<file path="src/rtl/ssq_pkg.sv">
package ssq_pkg;

   // fixed field widths of the request and response words
   localparam int DATA_W       = 32;
   localparam int PRIO_FIELD_W = 8;
   localparam int FILL_W       = 5;

   // default sizing
   localparam int DEPTH_DEF     = 16;
   localparam int PRIO_BITS_DEF = 8;

   // operation codes
   typedef enum logic [0:0] {
      OP_INSERT = 1'b0,
      OP_REMOVE = 1'b1
   } op_kind_type;

   // request word
   typedef struct packed {
      op_kind_type              kind;
      logic [PRIO_FIELD_W-1:0]  prio;
      logic signed [DATA_W-1:0] data_in;
   } req_word_type;

   // response word
   typedef struct packed {
      logic signed [DATA_W-1:0] data_out;
      logic                     was_empty;
      logic                     was_full;
      logic [FILL_W-1:0]        fill_level;
   } rsp_word_type;

   // per-cycle command broadcast to every cell
   typedef struct packed {
      logic insert;
      logic remove;
   } cell_ctl_type;

endpackage

</file>
<file path="src/rtl/ssq_cell.sv">
module ssq_cell #(
   parameter int PRIO_BITS = ssq_pkg::PRIO_BITS_DEF,
   parameter int CNT_W     = 5,
   parameter int INDEX     = 0
) (
   input  logic                             clock,
   input  ssq_pkg::cell_ctl_type            ctl,
   input  logic [CNT_W-1:0]                 count,
   input  logic [PRIO_BITS-1:0]             new_prio,
   input  logic signed [ssq_pkg::DATA_W-1:0] new_data,
   input  logic [PRIO_BITS-1:0]             left_prio,
   input  logic signed [ssq_pkg::DATA_W-1:0] left_data,
   input  logic                             left_keep,
   input  logic [PRIO_BITS-1:0]             right_prio,
   input  logic signed [ssq_pkg::DATA_W-1:0] right_data,
   output logic [PRIO_BITS-1:0]             prio,
   output logic signed [ssq_pkg::DATA_W-1:0] data,
   output logic                             keep
);

   logic [PRIO_BITS-1:0]              slot_prio_ff, slot_prio_in;
   logic signed [ssq_pkg::DATA_W-1:0] slot_data_ff, slot_data_in;
   logic                              occupied;

   // this slot holds an entry that stays ahead of the new one
   assign occupied = count > CNT_W'(INDEX);
   assign keep     = occupied && (slot_prio_ff <= new_prio);

   // keep, take the new entry, shift in from the left or from the right
   always_comb begin
      slot_prio_in = slot_prio_ff;
      slot_data_in = slot_data_ff;
      if (ctl.insert) begin
         if (!keep) begin
            if (left_keep) begin
               slot_prio_in = new_prio;
               slot_data_in = new_data;
            end else begin
               slot_prio_in = left_prio;
               slot_data_in = left_data;
            end
         end
      end else if (ctl.remove) begin
         slot_prio_in = right_prio;
         slot_data_in = right_data;
      end
   end

   // slot storage
   always_ff @(posedge clock) begin
      slot_prio_ff <= slot_prio_in;
      slot_data_ff <= slot_data_in;
   end

   assign prio = slot_prio_ff;
   assign data = slot_data_ff;

endmodule

</file>
<file path="src/rtl/stable_sorted_priority_queue_unit.sv">
// Stable sorted priority queue.
// Request channel (req_valid, req_stall, req_word): kind selects insert or
// remove head. An insert places its entry behind all held entries of lower
// or equal priority, so equal priorities leave in arrival order; an insert
// into a full queue is dropped and answered with was_full. A remove returns
// the head value, or 0 with was_empty on an empty queue.
// Response channel (rsp_valid, rsp_stall, rsp_word): exactly one word per
// request, carrying the fill level after the operation.
// The response is registered and valid in the cycle after the request is
// accepted. Throughput: one request per cycle unless the response stalls;
// the slots form a row of cells that all compare against the new priority
// in parallel and shift by one slot toward their neighbor in the same cycle.
// Reset clears the entry count and the response valid; slot contents and the
// response payload are left as they are. While the response word is stalled,
// req_stall is raised and the word holds; a new request is taken in the cycle
// the word leaves.
module stable_sorted_priority_queue_unit #(
   parameter int DEPTH     = ssq_pkg::DEPTH_DEF,
   parameter int PRIO_BITS = ssq_pkg::PRIO_BITS_DEF
) (
   input  logic                  clock,
   input  logic                  reset,
   input  logic                  req_valid,
   output logic                  req_stall,
   input  ssq_pkg::req_word_type req_word,
   output logic                  rsp_valid,
   input  logic                  rsp_stall,
   output ssq_pkg::rsp_word_type rsp_word
);

   localparam int CNT_W = $clog2(DEPTH + 1);

   logic                              accept;
   logic                              full;
   logic                              empty;
   logic                              is_insert;
   logic                              is_remove;
   ssq_pkg::cell_ctl_type             ctl;
   logic [PRIO_BITS-1:0]              new_prio;
   logic [CNT_W-1:0]                  count_ff, count_in;
   logic                              rsp_valid_ff, rsp_valid_in;
   ssq_pkg::rsp_word_type             rsp_word_ff, rsp_word_in;

   logic [PRIO_BITS-1:0]              cell_prio  [DEPTH];
   logic signed [ssq_pkg::DATA_W-1:0] cell_data  [DEPTH];
   logic                              cell_keep  [DEPTH];
   logic [PRIO_BITS-1:0]              left_prio  [DEPTH];
   logic signed [ssq_pkg::DATA_W-1:0] left_data  [DEPTH];
   logic                              left_keep  [DEPTH];
   logic [PRIO_BITS-1:0]              right_prio [DEPTH];
   logic signed [ssq_pkg::DATA_W-1:0] right_data [DEPTH];

   // handshake: take a word when the response register is free or leaving
   assign req_stall = rsp_valid_ff && rsp_stall;
   assign accept    = req_valid && !req_stall;

   // operation decode
   assign full      = count_ff == CNT_W'(DEPTH);
   assign empty     = count_ff == '0;
   assign is_insert = req_word.kind == ssq_pkg::OP_INSERT;
   assign is_remove = req_word.kind == ssq_pkg::OP_REMOVE;
   assign new_prio  = PRIO_BITS'(req_word.prio);

   assign ctl.insert = accept && is_insert && !full;
   assign ctl.remove = accept && is_remove && !empty;

   // entry count
   always_comb begin
      count_in = count_ff;
      if (ctl.insert) begin
         count_in = count_ff + CNT_W'(1);
      end else if (ctl.remove) begin
         count_in = count_ff - CNT_W'(1);
      end
   end

   // neighbor wiring and the row of cells
   for (genvar i = 0; i < DEPTH; i++) begin : g_cell
      if (i == 0) begin : g_head
         assign left_prio[i] = new_prio;
         assign left_data[i] = req_word.data_in;
         assign left_keep[i] = 1'b1;
      end else begin : g_body
         assign left_prio[i] = cell_prio[i-1];
         assign left_data[i] = cell_data[i-1];
         assign left_keep[i] = cell_keep[i-1];
      end
      if (i == DEPTH - 1) begin : g_tail
         assign right_prio[i] = cell_prio[i];
         assign right_data[i] = cell_data[i];
      end else begin : g_inner
         assign right_prio[i] = cell_prio[i+1];
         assign right_data[i] = cell_data[i+1];
      end

      ssq_cell #(
         .PRIO_BITS (PRIO_BITS),
         .CNT_W     (CNT_W),
         .INDEX     (i)
      ) u_cell (
         .clock      (clock),
         .ctl        (ctl),
         .count      (count_ff),
         .new_prio   (new_prio),
         .new_data   (req_word.data_in),
         .left_prio  (left_prio[i]),
         .left_data  (left_data[i]),
         .left_keep  (left_keep[i]),
         .right_prio (right_prio[i]),
         .right_data (right_data[i]),
         .prio       (cell_prio[i]),
         .data       (cell_data[i]),
         .keep       (cell_keep[i])
      );
   end

   // response word
   always_comb begin
      rsp_word_in.data_out   = ctl.remove ? cell_data[0] : '0;
      rsp_word_in.was_empty  = is_remove && empty;
      rsp_word_in.was_full   = is_insert && full;
      rsp_word_in.fill_level = ssq_pkg::FILL_W'(count_in);
   end

   // response valid
   always_comb begin
      rsp_valid_in = rsp_valid_ff;
      if (accept) begin
         rsp_valid_in = 1'b1;
      end else if (rsp_valid_ff && !rsp_stall) begin
         rsp_valid_in = 1'b0;
      end
   end

   // control registers
   always_ff @(posedge clock) begin
      if (reset) begin
         count_ff     <= '0;
         rsp_valid_ff <= 1'b0;
      end else begin
         count_ff     <= count_in;
         rsp_valid_ff <= rsp_valid_in;
      end
   end

   // response payload
   always_ff @(posedge clock) begin
      if (accept) begin
         rsp_word_ff <= rsp_word_in;
      end
   end

   assign rsp_valid = rsp_valid_ff;
   assign rsp_word  = rsp_word_ff;

`ifndef SYNTH
   // count never passes the number of cells
   a_count_bound: assert property (@(posedge clock) disable iff (reset)
      count_ff <= CNT_W'(DEPTH))
      else $error("entry count above depth");

   // the two head cells stay in priority order
   a_head_sorted: assert property (@(posedge clock) disable iff (reset)
      count_ff >= CNT_W'(2) |-> cell_prio[0] <= cell_prio[1])
      else $error("head cells out of order");

   // an accepted word is answered next cycle with the updated fill level
   a_fill_follows: assert property (@(posedge clock) disable iff (reset)
      accept |=> rsp_valid_ff && rsp_word_ff.fill_level == ssq_pkg::FILL_W'(count_ff))
      else $error("fill level does not match count");

   // a remove from a non-empty queue never reports empty
   a_remove_hit: assert property (@(posedge clock) disable iff (reset)
      ctl.remove |=> !rsp_word_ff.was_empty && !rsp_word_ff.was_full)
      else $error("remove flagged wrongly");
`endif

endmodule
</file>
<file path="config.mk">
export PLATFORM = sky130hd
export DESIGN_NAME = stable_sorted_priority_queue_unit
export DESIGN_NICKNAME = d
export VERILOG_FILES = /design/src/rtl/ssq_pkg.sv /design/src/rtl/ssq_cell.sv /design/src/rtl/stable_sorted_priority_queue_unit.sv
export SDC_FILE = /design/constraint.sdc
export NUM_CORES = 2
export LEC_CHECK = 0
export ABC_AREA = 1
export BUFFER_PORTS_ARGS = -buffer_cell sky130_fd_sc_hd__clkbuf_2
export CORE_MARGIN = 8
export CORE_UTILIZATION = 41
export CTS_CLUSTER_SIZE = 20
export DETAILED_ROUTE_END_ITERATION = 6
export GPL_ROUTABILITY_DRIVEN = 1
export PLACE_DENSITY = 0.53
export REMOVE_ABC_BUFFERS = 1
export SLEW_MARGIN = 20
export SYNTH_ARGS = -nofsm -noshare
export SYNTH_HDL_FRONTEND = slang
export SYNTH_SLANG_ARGS = --single-unit
</file>
<file path="constraint.sdc">
create_clock -name clock -period 11.4 [get_ports clock]
set_clock_uncertainty 0.2 [all_clocks]
set_input_delay 2.28 -clock clock [delete_from_list [all_inputs] [get_ports clock]]
set_output_delay 2.28 -clock clock [all_outputs]
set_load 0.005 [all_outputs]
</file>
# --- Word-level counts from Yosys, hierarchy flattened ---
# Cells that the tools add are included.
classes:
  addsub: 2
  n_lt_le_gt_ge: 32
  eq_ne: 16
  n_mux: 124
  bitwise_logic: 2
  reduce_logical: 48
ops:
  columns: ["cell", "n"]
  rows:
  - ["$mux W32", 60]
  - ["$mux W8", 60]
  - ["$le A8 B8 Y1", 16]
  - ["$gt A5 B4 Y1 const B", 8]
  - ["$reduce_and A2 Y1", 16]
  - ["$ne A2 B2 Y1 const B", 15]
  - ["$logic_and A1 B1 Y1", 25]
  - ["$gt A5 B3 Y1 const B", 4]
  - ["$gt A5 B1 Y1 const B", 2]
  - ["$gt A5 B2 Y1 const B", 2]
  - ["$mux W5", 2]
  - ["$add A5 B1 Y5 const B", 1]
  - ["$eq A5 B5 Y1 const B", 1]
  - ["$logic_not A5 Y1", 1]
  - ["$sub A5 B1 Y5 const B", 1]
  - ["$logic_not A1 Y1", 4]
  - ["$reduce_bool A2 Y1", 2]
  - ["$mux W1", 2]
  - ["$not A1 Y1", 2]
word_totals:
  ff_bits: 685
  in_bits: 45
  out_inout_bits: 41
  elab_cells: 262

# --- Logic depth before layout (Yosys ltp) ---
depth:
  word_depth: 7
  depth_mapped: 16
  ltp_nobuf: 15

# --- Cells and area by module ---
# A second synthesis with hierarchy kept.
hier_totals:
  cells_unflattened: 4356
  area_unflattened_um2: 38291.7
by_module_without_submodules:
  columns: ["module", "instances", "cells_each", "area_per_inst_um2", "seq_area_each_um2"]
  rows:
  - ["ssq_cell (g_cell[0].u_cell ...)", 2, 263, 2289.7, 1201.2]
  - ["ssq_cell (g_cell[10].u_cell ...)", 2, 262, 2278.4, 1201.2]
  - ["ssq_cell (g_cell[4].u_cell ...)", 2, 262, 2274.7, 1201.2]
  - ["ssq_cell (g_cell[13].u_cell ...)", 2, 260, 2270.9, 1201.2]
  - ["ssq_cell (g_cell[3].u_cell ...)", 2, 260, 2268.4, 1201.2]
  - ["ssq_cell (g_cell[9].u_cell)", 1, 263, 2278.4, 1201.2]
  - ["ssq_cell (g_cell[12].u_cell)", 1, 262, 2277.2, 1201.2]
  - ["ssq_cell (g_cell[1].u_cell)", 1, 262, 2273.4, 1201.2]
  - ["ssq_cell (g_cell[14].u_cell)", 1, 260, 2272.2, 1201.2]
  - ["ssq_cell (g_cell[11].u_cell)", 1, 261, 2270.9, 1201.2]
  - ["ssq_cell (g_cell[15].u_cell)", 1, 259, 2262.2, 1201.2]
  - ["stable_sorted_priority_queue_unit", 1, 175, 1893.1, 1291.2]

# --- Worst setup path before layout ---
# OpenSTA, ideal clock, no wires.
synth_path:
  path_type: "input to register"
  startpoint: "input port req_word[39] (netlist name)"
  endpoint: "register g_cell[15].u_cell.slot_data_ff (netlist bit g_cell[15].u_cell.data[0]) (enable)"
  setup_ns: 0.438
  arrival_time_ns: 4.997
  required_time_ns: 10.762
  slack_ns: 5.765
  cell_stages: 8
  path_buffers: 0
  path_cell_list: "inv_1 -> ha_1 -> nand2_1 -> nor2_1 -> nand3_1 -> nor2_1 -> o21a_1 -> nor2_1"
synth_between:
  elab_chain_cells: 4
synth_rtl:
  columns: ["item", "line_no", "text"]
  rows:
  - ["from (decl)", "stable_sorted_priority_queue_unit.sv:25", "input ssq_pkg::req_word_type req_word,"]
  - ["$le A8 B8 Y1", "ssq_cell.sv:27", "assign keep = occupied && (slot_prio_ff <= new_prio);"]
  - ["$logic_and A1 B1 Y1", "ssq_cell.sv:27", null]
  - ["$not A1 Y1 (no source line)", null, null]
  - ["$reduce_and A2 Y1 (no source line)", null, null]
  - ["to (signal assigned)", "ssq_cell.sv:52", "slot_data_ff <= slot_data_in;"]
  - ["to (decl)", "ssq_cell.sv:22", "logic signed [ssq_pkg::DATA_W-1:0] slot_data_ff, slot_data_in;"]
# Every way passes these cells.
# A chain may end at the register's enable or synchronous reset.

# --- Worst setup path after layout ---
layout_path:
  startpoint: "input port rsp_stall"
  endpoint: "register g_cell[0].u_cell.slot_data_ff (netlist bit g_cell[0].u_cell.data[24]) (enable)"
layout_between:
  elab_chain_cells: 7
  word_cells_on_any_way: 10
  cone_classes: "eq/ne: 1; reduce/logical: 9"
layout_rtl:
  columns: ["item", "line_no", "text"]
  rows:
  - ["from (decl)", "stable_sorted_priority_queue_unit.sv:27", "input logic rsp_stall,"]
  - ["$logic_and A1 B1 Y1 *", "stable_sorted_priority_queue_unit.sv:54", "assign req_stall = rsp_valid_ff && rsp_stall;"]
  - ["$logic_not A1 Y1 *", "stable_sorted_priority_queue_unit.sv:55", "assign accept = req_valid && !req_stall;"]
  - ["$logic_and A1 B1 Y1 *", "stable_sorted_priority_queue_unit.sv:55", null]
  - ["$logic_and A1 B1 Y1, on equally long branches (2 in series)", "stable_sorted_priority_queue_unit.sv:64, stable_sorted_priority_queue_unit.sv:65", null]
  - ["$ne A2 B2 Y1 (no source line) / $reduce_bool A2 Y1 (equally long branches)", null, null]
  - ["$reduce_and A2 Y1 (no source line) *", null, null]
  - ["to (signal assigned)", "ssq_cell.sv:52", null]
  - ["to (decl)", "ssq_cell.sv:22", null]
# Mark *: on every way between the ends. The rest lies on a longest branch, timed or not.

==> flow_metrics.tcl <==
set metrics [dict create \
    status "completed" \
    leading_cell_type_in_the_layout_fill_and_taps_excluded "sky130_fd_sc_hd__nand2_1" \
    area_growth_syn_to_layout_pct 10.1 \
    ys_top_cells_by_area "sky130_fd_sc_hd__edfxtp_1 (52%), sky130_fd_sc_hd__nand2_1 (30%), sky130_fd_sc_hd__inv_1 (6.1%)" \
    post-route-drc-count 0 \
    synthesis.yosys.warnings 0 \
    final-max-slew-violation-count 0 \
    crit_fanout 84 \
    ant_nets 0 \
    fin_worst_hold_slack_ns 0.313 \
    ys_ff_latch 685 \
    routed_wirelength_um 108000 \
    dpl_worst_slack_ns 4.69 \
    maximum_number_of_pins_on_one_net_before_global_route_repair 203 \
    routed_via_count 30035 \
    ios 86 \
    syn-instance-count 5093 \
    total_routing_resource_utilization_after_global_routing 0.204 \
    start_util 0.412 \
    clock_path_buffers 3 \
    worst_slew_pin_slew_ns 1.12 \
    number_of_antenna_violations_at_the_first_check_in_global_routing 0 \
    detailedPlacementHpwl_um 70100 \
    largest_area_contributor_in_the_netlist "sky130_fd_sc_hd__edfxtp_1" \
    crit_path_end_kind "register" \
    maxSlewHeadroom 0.256 \
    avgRoutedWirePerCell_um 16.9 \
    cap_viol_max_count 0 \
    first_pass_grt_wire_length_um 171000 \
    stdcell_count 6402 \
    cts_num_sinks 685 \
    htree_levels 3 \
    synthesis.area_per_instance_um2 7.63 \
    final_layout_size_suffix_gt1_frac 0.0541 \
    place_congestion 0.795 \
    worst_hold_path_type "reg2reg" \
    cp_data_arrival_time_ns 5.97 \
    placedCellCount 6254 \
    rsz0062_at_grt "no" \
    die-area_um2 105000 \
    cts_tree "done" \
    fp.coreArea_um2 94400 \
    final.setup.tns_ns 0 \
    ir_drop_uv 98.2 \
    endpoints_failing_hold 0 \
    worst_path_max_delay_cell "sky130_fd_sc_hd__inv_4" \
    timing.final.ws_setup_ns 5.47 \
    critical-path-max-stage-delay_ns 0.75 \
    synthesis.area_um2 38900 \
    finalSetupViolCount 0 \
    routed_via_count_divided_by_cell_count 4.69 \
    cts_repair_resize_count 0 \
    finalCriticalPeriod_ns 5.93 \
    power.leakage_nw 24.4 \
    layout.cells.most_common_list "sky130_fd_sc_hd__nand2_1 (3112), sky130_fd_sc_hd__edfxtp_1 (679), sky130_fd_sc_hd__inv_1 (627)" \
    cts_hold_repair.buffers 0 \
    yosys.area.top_type_share 0.525 \
    synth.distinct_cells 30 \
    number_of_global_route_vias_before_repair 28856 \
    power_density_nw_per_um2 186 \
    number_of_cts_inserted_buffers 81 \
    chipWidth_um 324 \
    data_required_time_at_the_worst_endpoint_ns 11.44 \
    crit_type "in2reg" \
    final_nets 5251 \
    drt_first_pass_iters 5 \
    placement.io_buffers 85 \
    postCtsSetupBuffers 0 \
    clk_root_buffer_cell "sky130_fd_sc_hd__clkbuf_16" \
    worst_skew_pair.late_latency_ns 0.64 \
    yosysSeqAreaShare 0.528 \
    drtIter0Drc 2961 \
    crit_top_cell "sky130_fd_sc_hd__nand2_1" \
    globalRouteOverflowTotal 0 \
    post-route-period-util 0.520 \
    fillers 9698 \
    die_h_um 324 \
    critPathLaunchType "input pin" \
    num_antenna_cells 0 \
    max_freq_mhz 169 \
    timing.critical_path.cells "clkbuf_2, nand2_1, nand2_1, nor2_1, nand2_8, inv_4, nand2_1, buf_4, nand2_2" \
    worst_setup_hold_path_clk_slew_ns 0.06 \
    placement_rows 113 \
]
==> power by group <==
part | total (mW) | internal, mW | switching (mW) | leakage (nW)
sequential | 3.59 | 3.37 | 0.218 | 6.47
combinational | 1.77 | 0.527 | 1.24 | 16.7
clock | 2.59 | 1.50 | 1.09 | 1.26
==> kinds of logic after synthesis <==
group,synth area share
AOI/OAI and AO/OA,0.0171
xor gates and xnor gates,0.000451
adders and majority gates,0.0431
buffers and inverters,0.0911
DFF,0.528
and+or+nand+nor,0.320
==> layout make-up <==
type	instances	area, µm²	area share
clock inverter	47	442	0.0103
inverter	631	2370	0.0554
timing repair buffer	137	828	0.0194
tap	1265	1580	0.0370
multi-input combinational	3536	14900	0.348
clock buffer	101	2150	0.0503
sequential	685	20500	0.480
==> layer usage <==
layer  vias up  part of all wire  GRT usage
li1      15509                 -          -
met1     13592              0.53      0.327
met2       818              0.39      0.289
met3       116             0.061     0.0248
met4         0             0.018     0.0467
met5         -                 0          0
==> critical path: cells and delay by family <==
kind | cells | cell delay [ns]
buf+inv | 3 | 1.28
simple gates | 6 | 2.28
==> synth_stat cells, drive strengths merged <==
library cell / count
nand2: 3131
edfxtp: 679
inv: 631
ha: 134
buf: 131
clkbuf: 110
nor2: 89
o21ai: 59
a21oi: 42
nand3: 39
nand4: 16
a21o: 14
dfxtp: 6
o21a: 3
nor3: 2
o31ai: 2
xor2: 2
a31oi: 1
o22ai: 1
or2: 1
==> stage by stage <==
stage	power (mW)	util	cell area, µm²
after floorplan	4.81	-	37700
after global placement	5.36	0.425	40200
after detailed placement	5.40	0.425	40200
after CTS	8.01	0.453	42800
after global routing	8.41	0.453	42800
final	7.95	0.453	42800
==> sequential cells by signal, indices dropped and copies added (netlist names) <==
name	flops
count_ff	5
g_cell.u_cell.prio	128
rsp_word	39
g_cell.u_cell.data	512
rsp_valid	1
==> final timing paths <==
check,startpoint,to,slack [ns],cells past startpoint
worst max-delay path,rsp_stall,g_cell[0].u_cell.data[24],5.47,9
worst min-delay path,rsp_valid,rsp_valid,0.31,2
worst max register to register,count_ff[1],g_cell[0].u_cell.data[24],6.78,8
worst min register to register,rsp_valid,rsp_valid,0.31,2
No activity file was read; power rests on OpenSTA's default activity.
